`src/sv/rnd_pkg.sv`:
```
`timescale 1ns / 1ps

package rnd_pkg;

    localparam int CODE_W  = 16;
    localparam int POS_W   = 16;
    localparam int TOTAL_W = 16;
    localparam int DIGIT_W = 10;

    // Character codes of the Roman digits, upper and lower case
    localparam logic [CODE_W-1:0] CH_I_UP = 16'h0049;
    localparam logic [CODE_W-1:0] CH_V_UP = 16'h0056;
    localparam logic [CODE_W-1:0] CH_X_UP = 16'h0058;
    localparam logic [CODE_W-1:0] CH_L_UP = 16'h004C;
    localparam logic [CODE_W-1:0] CH_C_UP = 16'h0043;
    localparam logic [CODE_W-1:0] CH_D_UP = 16'h0044;
    localparam logic [CODE_W-1:0] CH_M_UP = 16'h004D;
    localparam logic [CODE_W-1:0] CH_I_LO = 16'h0069;
    localparam logic [CODE_W-1:0] CH_V_LO = 16'h0076;
    localparam logic [CODE_W-1:0] CH_X_LO = 16'h0078;
    localparam logic [CODE_W-1:0] CH_L_LO = 16'h006C;
    localparam logic [CODE_W-1:0] CH_C_LO = 16'h0063;
    localparam logic [CODE_W-1:0] CH_D_LO = 16'h0064;
    localparam logic [CODE_W-1:0] CH_M_LO = 16'h006D;
    localparam logic [CODE_W-1:0] CH_TERM = 16'h0000;

    localparam logic [DIGIT_W-1:0] VAL_I    = 10'd1;
    localparam logic [DIGIT_W-1:0] VAL_V    = 10'd5;
    localparam logic [DIGIT_W-1:0] VAL_X    = 10'd10;
    localparam logic [DIGIT_W-1:0] VAL_L    = 10'd50;
    localparam logic [DIGIT_W-1:0] VAL_C    = 10'd100;
    localparam logic [DIGIT_W-1:0] VAL_D    = 10'd500;
    localparam logic [DIGIT_W-1:0] VAL_M    = 10'd1000;
    localparam logic [DIGIT_W-1:0] VAL_NONE = 10'd0;

    typedef struct packed {
        logic [POS_W-1:0]  start_offset;
        logic [CODE_W-1:0] code;
    } item_t;

    typedef struct packed {
        logic [POS_W-1:0]   end_position;
        logic [TOTAL_W-1:0] total;
    } result_t;

    // Digit value of a character; zero for anything that is not a Roman digit
    function automatic logic [DIGIT_W-1:0] digit_value(input logic [CODE_W-1:0] c);
        logic [DIGIT_W-1:0] v;
        begin
            case (c)
                CH_I_UP, CH_I_LO: v = VAL_I;
                CH_V_UP, CH_V_LO: v = VAL_V;
                CH_X_UP, CH_X_LO: v = VAL_X;
                CH_L_UP, CH_L_LO: v = VAL_L;
                CH_C_UP, CH_C_LO: v = VAL_C;
                CH_D_UP, CH_D_LO: v = VAL_D;
                CH_M_UP, CH_M_LO: v = VAL_M;
                default:          v = VAL_NONE;
            endcase
            return v;
        end
    endfunction

endpackage

```
`src/sv/rnd_in_reg.sv`:
```
`timescale 1ns / 1ps

module rnd_in_reg
(
    input  logic          clk,
    input  logic          rst_n,
    input  logic          in_valid,
    output logic          in_ready,
    input  rnd_pkg::item_t in_item,
    output logic          out_valid,
    input  logic          out_take,
    output rnd_pkg::item_t out_item
);

    logic           valid_reg;
    logic           valid_next;
    rnd_pkg::item_t item_reg;

    // Take a new word when empty or when the held one moves on
    assign in_ready  = !valid_reg || out_take;
    assign out_valid = valid_reg;
    assign out_item  = item_reg;

    always_comb
    begin
        if (in_valid && in_ready)
        begin
            valid_next = 1'b1;
        end
        else if (out_take)
        begin
            valid_next = 1'b0;
        end
        else
        begin
            valid_next = valid_reg;
        end
    end

    always_ff @(posedge clk or negedge rst_n)
    begin
        if (!rst_n)
        begin
            valid_reg <= 1'b0;
        end
        else
        begin
            valid_reg <= valid_next;
        end
    end

    always_ff @(posedge clk)
    begin
        if (in_valid && in_ready)
        begin
            item_reg <= in_item;
        end
    end

endmodule

```
`src/sv/rnd_core.sv`:
```
`timescale 1ns / 1ps

module rnd_core
(
    input  logic             clk,
    input  logic             rst_n,
    input  logic             fire,
    input  rnd_pkg::item_t   item,
    output logic             res_valid,
    output rnd_pkg::result_t res
);

    logic [rnd_pkg::DIGIT_W-1:0] held_reg;
    logic [rnd_pkg::DIGIT_W-1:0] held_next;
    logic [rnd_pkg::TOTAL_W-1:0] total_reg;
    logic [rnd_pkg::TOTAL_W-1:0] total_next;
    logic [rnd_pkg::POS_W-1:0]   count_reg;
    logic [rnd_pkg::POS_W-1:0]   count_next;
    logic [rnd_pkg::POS_W-1:0]   base_reg;
    logic [rnd_pkg::POS_W-1:0]   base_next;
    logic                        in_string_reg;
    logic                        in_string_next;
    logic                        skipping_reg;
    logic                        skipping_next;

    logic [rnd_pkg::DIGIT_W-1:0] held_cur;
    logic [rnd_pkg::TOTAL_W-1:0] total_cur;
    logic [rnd_pkg::POS_W-1:0]   count_cur;
    logic [rnd_pkg::POS_W-1:0]   base_cur;
    logic [rnd_pkg::DIGIT_W-1:0] v;
    logic [rnd_pkg::TOTAL_W-1:0] held_ext;
    logic [rnd_pkg::TOTAL_W-1:0] total_upd;
    logic                        is_term;

    assign v        = rnd_pkg::digit_value(item.code);
    assign is_term  = (item.code == rnd_pkg::CH_TERM);
    // Start a fresh string on its first character
    assign held_cur  = in_string_reg ? held_reg  : '0;
    assign total_cur = in_string_reg ? total_reg : '0;
    assign count_cur = in_string_reg ? count_reg : '0;
    assign base_cur  = in_string_reg ? base_reg  : item.start_offset;
    assign held_ext  = {{(rnd_pkg::TOTAL_W-rnd_pkg::DIGIT_W){1'b0}}, held_cur};

    always_comb
    begin
        if (held_cur == '0)
        begin
            total_upd = total_cur;
        end
        else if (held_cur >= v)
        begin
            total_upd = total_cur + held_ext;
        end
        else
        begin
            total_upd = total_cur - held_ext;
        end
    end

    always_comb
    begin
        held_next      = held_reg;
        total_next     = total_reg;
        count_next     = count_reg;
        base_next      = base_reg;
        in_string_next = in_string_reg;
        skipping_next  = skipping_reg;
        res_valid      = 1'b0;
        res.total        = total_upd;
        res.end_position = base_cur + count_cur - 1'b1;
        if (fire)
        begin
            if (skipping_reg)
            begin
                if (is_term)
                begin
                    skipping_next  = 1'b0;
                    in_string_next = 1'b0;
                end
            end
            else if (v != rnd_pkg::VAL_NONE)
            begin
                held_next      = v;
                total_next     = total_upd;
                count_next     = count_cur + 1'b1;
                base_next      = base_cur;
                in_string_next = 1'b1;
            end
            else
            begin
                res_valid      = 1'b1;
                held_next      = '0;
                total_next     = total_upd;
                count_next     = count_cur;
                base_next      = base_cur;
                in_string_next = !is_term;
                skipping_next  = !is_term;
            end
        end
    end

    always_ff @(posedge clk or negedge rst_n)
    begin
        if (!rst_n)
        begin
            held_reg      <= '0;
            total_reg     <= '0;
            count_reg     <= '0;
            base_reg      <= '0;
            in_string_reg <= 1'b0;
            skipping_reg  <= 1'b0;
        end
        else
        begin
            held_reg      <= held_next;
            total_reg     <= total_next;
            count_reg     <= count_next;
            base_reg      <= base_next;
            in_string_reg <= in_string_next;
            skipping_reg  <= skipping_next;
        end
    end

endmodule

```
`src/sv/roman_numeral_decoder.sv`:
```
`timescale 1ns / 1ps

// Roman numeral decoder. Each input word carries one 16-bit character code
// and the position of the string's first character; the numeral at the head
// of each zero-terminated string is decoded without regard to case and one
// output word (total modulo 65536, position of the last Roman digit) is
// produced at the first non-Roman character or the terminator. Characters
// after that, up to and including the terminator, produce nothing. The block
// sustains one character per cycle while the output is not stalled: a word
// is registered in the input register, the digit lookup and the single add
// or subtract of the held digit are combinational, and a result is
// registered in the output register when its character moves on from the
// input register. A stalled output holds the pipeline, with one more
// character buffered in the input register.
module roman_numeral_decoder
(
    input  logic        clk,
    input  logic        rst_n,
    input  logic        s_tvalid,
    output logic        s_tready,
    input  logic [31:0] s_tdata,   // [15:0] code, [31:16] start_offset
    output logic        m_tvalid,
    input  logic        m_tready,
    output logic [31:0] m_tdata    // [15:0] total, [31:16] end_position
);

    logic             stage_valid;
    logic             advance;
    logic             fire;
    rnd_pkg::item_t   stage_item;
    rnd_pkg::item_t   in_item;
    logic             res_valid;
    rnd_pkg::result_t res;

    logic             out_valid_reg;
    logic             out_valid_next;
    rnd_pkg::result_t out_data_reg;

    assign in_item.code         = s_tdata[15:0];
    assign in_item.start_offset = s_tdata[31:16];

    // Move the buffered character on whenever the output slot is free or drains
    assign advance = !out_valid_reg || m_tready;
    assign fire    = stage_valid && advance;

    rnd_in_reg u_in_reg
    (
        .clk       (clk),
        .rst_n     (rst_n),
        .in_valid  (s_tvalid),
        .in_ready  (s_tready),
        .in_item   (in_item),
        .out_valid (stage_valid),
        .out_take  (advance),
        .out_item  (stage_item)
    );

    rnd_core u_core
    (
        .clk       (clk),
        .rst_n     (rst_n),
        .fire      (fire),
        .item      (stage_item),
        .res_valid (res_valid),
        .res       (res)
    );

    // Output register: load a new result, drop the old one once taken
    always_comb
    begin
        if (fire && res_valid)
        begin
            out_valid_next = 1'b1;
        end
        else if (m_tready)
        begin
            out_valid_next = 1'b0;
        end
        else
        begin
            out_valid_next = out_valid_reg;
        end
    end

    always_ff @(posedge clk or negedge rst_n)
    begin
        if (!rst_n)
        begin
            out_valid_reg <= 1'b0;
        end
        else
        begin
            out_valid_reg <= out_valid_next;
        end
    end

    always_ff @(posedge clk)
    begin
        if (fire && res_valid)
        begin
            out_data_reg <= res;
        end
    end

    assign m_tvalid = out_valid_reg;
    assign m_tdata  = {out_data_reg.end_position, out_data_reg.total};

endmodule

```
`config.mk`:
```
export PLATFORM = sky130hd
export DESIGN_NAME = roman_numeral_decoder
export DESIGN_NICKNAME = d
export VERILOG_FILES = /design/src/sv/rnd_pkg.sv /design/src/sv/rnd_in_reg.sv /design/src/sv/rnd_core.sv /design/src/sv/roman_numeral_decoder.sv
export SDC_FILE = /design/constraint.sdc
export NUM_CORES = 1
export LEC_CHECK = 0
export BUFFER_PORTS_ARGS = -buffer_cell sky130_fd_sc_hd__buf_2
export CORE_AREA = 2 2 107 120
export CTS_BUF_LIST = sky130_fd_sc_hd__clkbuf_4
export DETAILED_ROUTE_END_ITERATION = 8
export DIE_AREA = 0 0 109 122
export PLACE_DENSITY = 0.81
export SYNTH_ARGS = -nofsm -noshare
export SYNTH_HDL_FRONTEND = slang
export SYNTH_SLANG_ARGS = --single-unit
```
`constraint.sdc`:
```
create_clock -name clk -period 6.8 [get_ports clk]
set_input_delay 1.36 -clock clk [delete_from_list [all_inputs] [get_ports clk]]
set_output_delay 1.36 -clock clk [all_outputs]
set_load 0.1 [all_outputs]
```
== After elaboration in Yosys (flattened, before gate mapping) ==
Index checks and enable logic that the tools add are counted.

* Register bits after elaboration: 126
* Input bits: 36
* Output and inout bits: 34
* Word-level logic and storage cells: 78

* $add $sub $neg: 5
* Order comparisons: 1
* Equality and inequality tests: 15
* Multiplexer cells: 22
* Bitwise logic cells: 1
* Reduce and logical (&&, ||, !) cells: 22

{| class="wikitable"
|+ Operators by type and width
! cell !! number
|-
| equality test 16 x 7 -> 1 bit, second input constant || 14
|-
| two-way mux 16 bit || 6
|-
| one-hot mux 10 bit (7 select lines) || 1
|-
| two-way mux 10 bit || 2
|-
| adder 16 x 1 -> 16 bit, second input constant || 1
|-
| adder 16 x 10 -> 16 bit || 1
|-
| adder 16 bit || 1
|-
| zero test 16 bit || 1
|-
| subtractor 16 x 1 -> 16 bit, second input constant || 1
|-
| subtractor 16 x 10 -> 16 bit || 1
|-
| OR reduction 2 bit || 7
|-
| two-way mux 1 bit || 13
|-
| >= comparator 10 bit || 1
|-
| zero test 10 bit || 1
|-
| nonzero test 10 bit || 1
|-
| AND reduction 2 bit || 2
|-
| nonzero test 2 bit || 2
|-
| logical AND 1 bit || 3
|-
| zero test 1 bit || 3
|-
| logical OR 1 bit || 2
|-
| != test 2 bit, second input constant || 1
|-
| NOT 1 bit || 1
|}

== Longest topological paths before layout ==
* Depth after elaboration: 9
* Gate-level depth with buffers: 21
* Mapped depth without buffers: 20

== Hierarchy ==
From an unflattened synthesis, not the netlist that was laid out.

* Cell total of the unflattened synthesis: 716
* Area, all modules: 7387.1 um^2

{| class="wikitable"
|+ Modules (own cells, without submodules)
! module !! instances !! cells an instance !! area each (um^2) !! seq. area each (um^2)
|-
| rnd_core || 1 || 642 || 5342.6 || 1476.4
|-
| roman_numeral_decoder || 1 || 38 || 1029.7 || 985.9
|-
| rnd_in_reg || 1 || 36 || 1014.7 || 985.9
|}

== Least setup slack after synthesis ==
OpenSTA, ideal clock, no wires.

* Path kind: reg-to-reg
* Start: register u_in_reg.item_reg, in the netlist u_in_reg.out_item[11]
* End: register u_core.total_reg[15] (netlist name)
* Library setup time: 0.126 ns
* Data arrival time: 4.900 ns
* Required time: 6.674 ns
* Setup slack: 1.774 ns
* Stages on the path, launching flop included: 20
* Path buffers: 1
* Period minus slack after synthesis: 5.026 ns
* Path through: edfxtp_1 -> nor4_1 -> nand4_1 -> or3_1 -> ha_1 -> a211oi_1 -> o21ai_1 -> a221oi_4 -> clkbuf_1 -> o31ai_1 -> xnor2_1 -> ha_1 -> a21oi_1 -> o21ai_0 -> and2_1 -> o31a_1 -> o31ai_2 -> mux2i_2 -> mux2i_1 -> a221o_1

* Word-level cells in the longest chain between the ends: 6
* Elaborated cells between the ends (all ways): 25
* Those cells by class: order compare: 1; eq/ne: 14; mux: 3; reduce/logical: 7

{| class="wikitable"
|+ Ends and longest elaborated chain
! element !! RTL line !! RTL
|-
| from (decl) || rnd_in_reg.sv:17 || <nowiki>rnd_pkg::item_t item_reg;</nowiki>
|-
| from (signal assigned) || rnd_in_reg.sv:56 || <nowiki>item_reg <= in_item;</nowiki>
|-
| equality test 16 x 7 -> 1 bit || rnd_pkg.sv:50 || <nowiki>case (c)</nowiki>
|-
| OR reduction 2 bit || rnd_pkg.sv:50 ||
|-
| one-hot mux 10 bit (7 select lines) * || rnd_pkg.sv:50 ||
|-
| >= comparator 10 bit * || rnd_core.sv:50 || <nowiki>else if (held_cur >= v)</nowiki>
|-
| two-way mux 16 bit * || rnd_core.sv:50 ||
|-
| two-way mux 16 bit * || rnd_core.sv:46 || <nowiki>if (held_cur == '0)</nowiki>
|-
| to (signal assigned) || rnd_core.sv:116 || <nowiki>total_reg <= total_next;</nowiki>
|-
| to (decl) || rnd_core.sv:15 || <nowiki>logic [rnd_pkg::TOTAL_W-1:0] total_reg;</nowiki>
|}

Mark *: on every way between the ends. The rest lies on a longest branch, timed or not.
A chain may end at the register's enable or synchronous reset.

== Final worst setup path ==
Ends and elaborated chain as after synthesis.

==> reports/results.ini <==
[run_status]
status=finished, final reports clean

[clocking]
cts_root_buffer=clkbuf_4
cts_resized=0
holdBufCountCts=0
cts_made_buffers=17
cts_tree=built
cts.path.max_buffers=2
htreeDepth=4
cts.sinks=125
cts_setup_buffers=0
clk_latency_ps=570
clk_pin_slew_ps=100

[pwr]
total_power_mw=1.341
p_sw_mw=0.2886
seqPwrFrac=0.607
swShare=0.2152
peakVddDrop_uv=108.5
cellLeakagePower_nw=3.652
p_per_area_nw_per_um2=166.4
p_clk_frac=0.367
power.internal_mw=1.053
combinationalPowerShare=0.026

[place]
post-place-ws_ps=1208
numPortBuffers=69
detailed_place_hpwl_um=10530
place.gp.congestion=0.9361

[sta]
finalHoldViolCount=0
drv_slew=0
finalSetupViolCount=0
finalWorstSetupSlack_ps=1105
finalSetupTns_ps=0
rsz0062_at_grt=false
max-slew-margin-rel=0.3273
post-route-period-util=0.8374
clock_skew_ps=21.25
finalCriticalPeriod_ps=5695
max_freq_mhz=175.6
worstMarginPinSlew_ps=1007

[worst_setup_path]
rr_endpoint=u_core.total_reg[15]$_DFFE_PN0P_
crit_type=reg -> reg
cp.arrival_ps=6160
rrSetupSlack_ps=1110
cp-start-kind=flip-flop
r2r-start=u_in_reg.out_item[11]$_DFFE_PP_
critPathCaptureType=flip-flop
cp.required_ps=7260
worstRegToRegCells=18
crit_fanout=15

[cells_and_area]
drive_gt1_frac=0.1550
area_growth_syn_to_layout_pct=9.877
finalNetCount=906
fillers=917

[grt]
grt_overflow=0
grt_usage=0.2406
grt_pass1_vias=5439
grt_pass1_wl_um=24740
grt_max_degree=76
antenna_found_initial=1

[worst_hold_path]
min_from=u_core.total_reg[5]$_DFFE_PN0P_
holdPathStages=2
min_to=u_core.total_reg[5]$_DFFE_PN0P_
min_path_type=reg -> reg

[synth]
synth-edff-count=64
yosysSeqAreaShare=0.4701
ys.flop_type=edfxtp_1
synth_area_leaders=edfxtp_1, dfrtp_1, ha_1
synthesis.nets=843
syn_area_um2=7335
ys_types=65
synth_top_area_cell=edfxtp_1
yosysTopAreaCellShare=0.2620
ys_warn_count=0
syn_inst=750
syn_avg_cell_area_um2=9.779
synth-async-reset-ratio=0.4880
ys_ff_latch=125

[routing]
vias_per_cell=5.703
ant_nets=0
drt_iter0_markers=295
avgRoutedWirePerCell_um=15.07
drcViolationCount=0
via_count=5612
routed_wl_um=14830
drt_first_pass_iters=5

[floorplanning]
rows=43
die_y_um=122
initial_core_util=0.6006
die_w_um=109
die_area_um2=13300
core_region_area_um2=12210
io_pins=70

[flow_run]
max_cap_viol_count=0

[placed cells by master, fill, tap and decap left out, drive strengths merged, types with 4 or more instances in the layout]
cell / n
a21o: 10
a21oi: 40
a31oi: 10
and2: 23
buf: 75
clkbuf: 22
clkinv: 8
dfrtp: 61
edfxtp: 64
ha: 55
inv: 52
mux2i: 19
nand2: 127
nand2b: 13
nand3: 16
nand4: 8
nor2: 27
nor2b: 8
nor3: 16
nor3b: 5
o21ai: 80
o31ai: 9
or2: 4
xnor2: 24
xor2: 12
[cells by family after synthesis]
logic type,share of synthesized area
multiplexers,0.03105
flip-flops,0.4701
XOR/XNOR,0.04299
buffers and inverters,0.04521
AND/OR/NAND/NOR,0.1728
adder cells (fa/ha/maj),0.09928
AO/OA/AOI/OAI,0.1385
[worst max-delay path by stage]
stage | from | end | slack (ps) | cells past startpoint
3_5_place_dp | u_in_reg.out_item[11]$_DFFE_PP_ | u_core.total_reg[15]$_DFFE_PN0P_ | 1210 | 17
2_1_floorplan | u_in_reg.out_item[11]$_DFFE_PP_ | u_core.total_reg[15]$_DFFE_PN0P_ | 1770 | 19
4_1_cts | u_in_reg.out_item[11]$_DFFE_PP_ | u_core.total_reg[15]$_DFFE_PN0P_ | 1150 | 17
6_report | u_in_reg.out_item[11]$_DFFE_PP_ | u_core.total_reg[15]$_DFFE_PN0P_ | 1110 | 18
5_1_grt | u_in_reg.out_item[11]$_DFFE_PP_ | u_core.total_reg[15]$_DFFE_PN0P_ | 730 | 18
3_3_place_gp | u_in_reg.out_item[11]$_DFFE_PP_ | u_core.total_reg[15]$_DFFE_PN0P_ | 1350 | 17
[routing by layer]
layer	up-vias	wire [µm]	track usage
li1	2749	-	-
met1	2667	6424	0.3054
met2	159	7307	0.3898
met3	37	683	0.04815
met4	0	413	0.1234
met5	-	0	0
[layout make-up]
cell class / instances / area, µm² / share of cell area
antenna: 1 / 2.502 / 0.0003105
clock buffer: 22 / 165.2 / 0.02049
clock inverter: 10 / 97.59 / 0.01211
inverter: 52 / 195.2 / 0.02422
multi-input combinational: 542 / 3562 / 0.4420
sequential: 125 / 3450 / 0.4280
tap: 157 / 196.4 / 0.02438
timing repair buffer: 75 / 390.4 / 0.04844
[synthesized netlist by cell type, drive strengths merged, types with 4 or more instances]
cell / count
and2: 23
nor3b: 5
nor3: 16
o21ai: 80
edfxtp: 64
nand3: 16
ha: 55
nand2b: 13
nand2: 127
inv: 52
mux2i: 19
xnor2: 24
nand4: 8
a21oi: 40
o31ai: 9
a31oi: 10
dfrtp: 61
nor2: 27
xor2: 12
nor2b: 8
buf: 11
or2: 4
clkbuf: 20
a21o: 10
[worst max-delay path: stages, from the launching register on]
cell and delay [ps]:
edfxtp_1 370, nor4_1 350, nand4_1 390, nor2_1 380, nand4_1 180, ha_1 360, a21oi_1 140, o21ai_0 150
a221oi_4 560, mux2_2 410, ha_1 360, a21oi_2 210, o21ai_0 150, and2_1 180, o31a_1 300, o31ai_2 340
mux2i_2 370, mux2i_1 120, a221o_1 260
[through the flow]
| stage | std cells | hold WS [ps] | util | instance area, µm² |
|---|---|---|---|---|
| floorplan | 750 | 438.1 | - | 7335 |
| global placement | 951 | 454.1 | 0.6382 | 7794 |
| detailed placement | 951 | 462.3 | 0.6382 | 7794 |
| CTS | 983 | 486.7 | 0.6597 | 8056 |
| global route | 984 | 518.2 | 0.6599 | 8059 |
| finish | 984 | 487.0 | 0.6599 | 8059 |
[power groups by stage]
stage	Combinational (mW)	Clock, mW	Sequential (mW)
floorplan	0.0192	0	0.825
global placement	0.0343	0	0.829
detailed placement	0.0357	0	0.830
CTS	0.0360	0.505	0.814
global route	0.0400	0.535	0.815
finish	0.0348	0.493	0.814
Note: power is estimated with default switching activity, not from simulation.
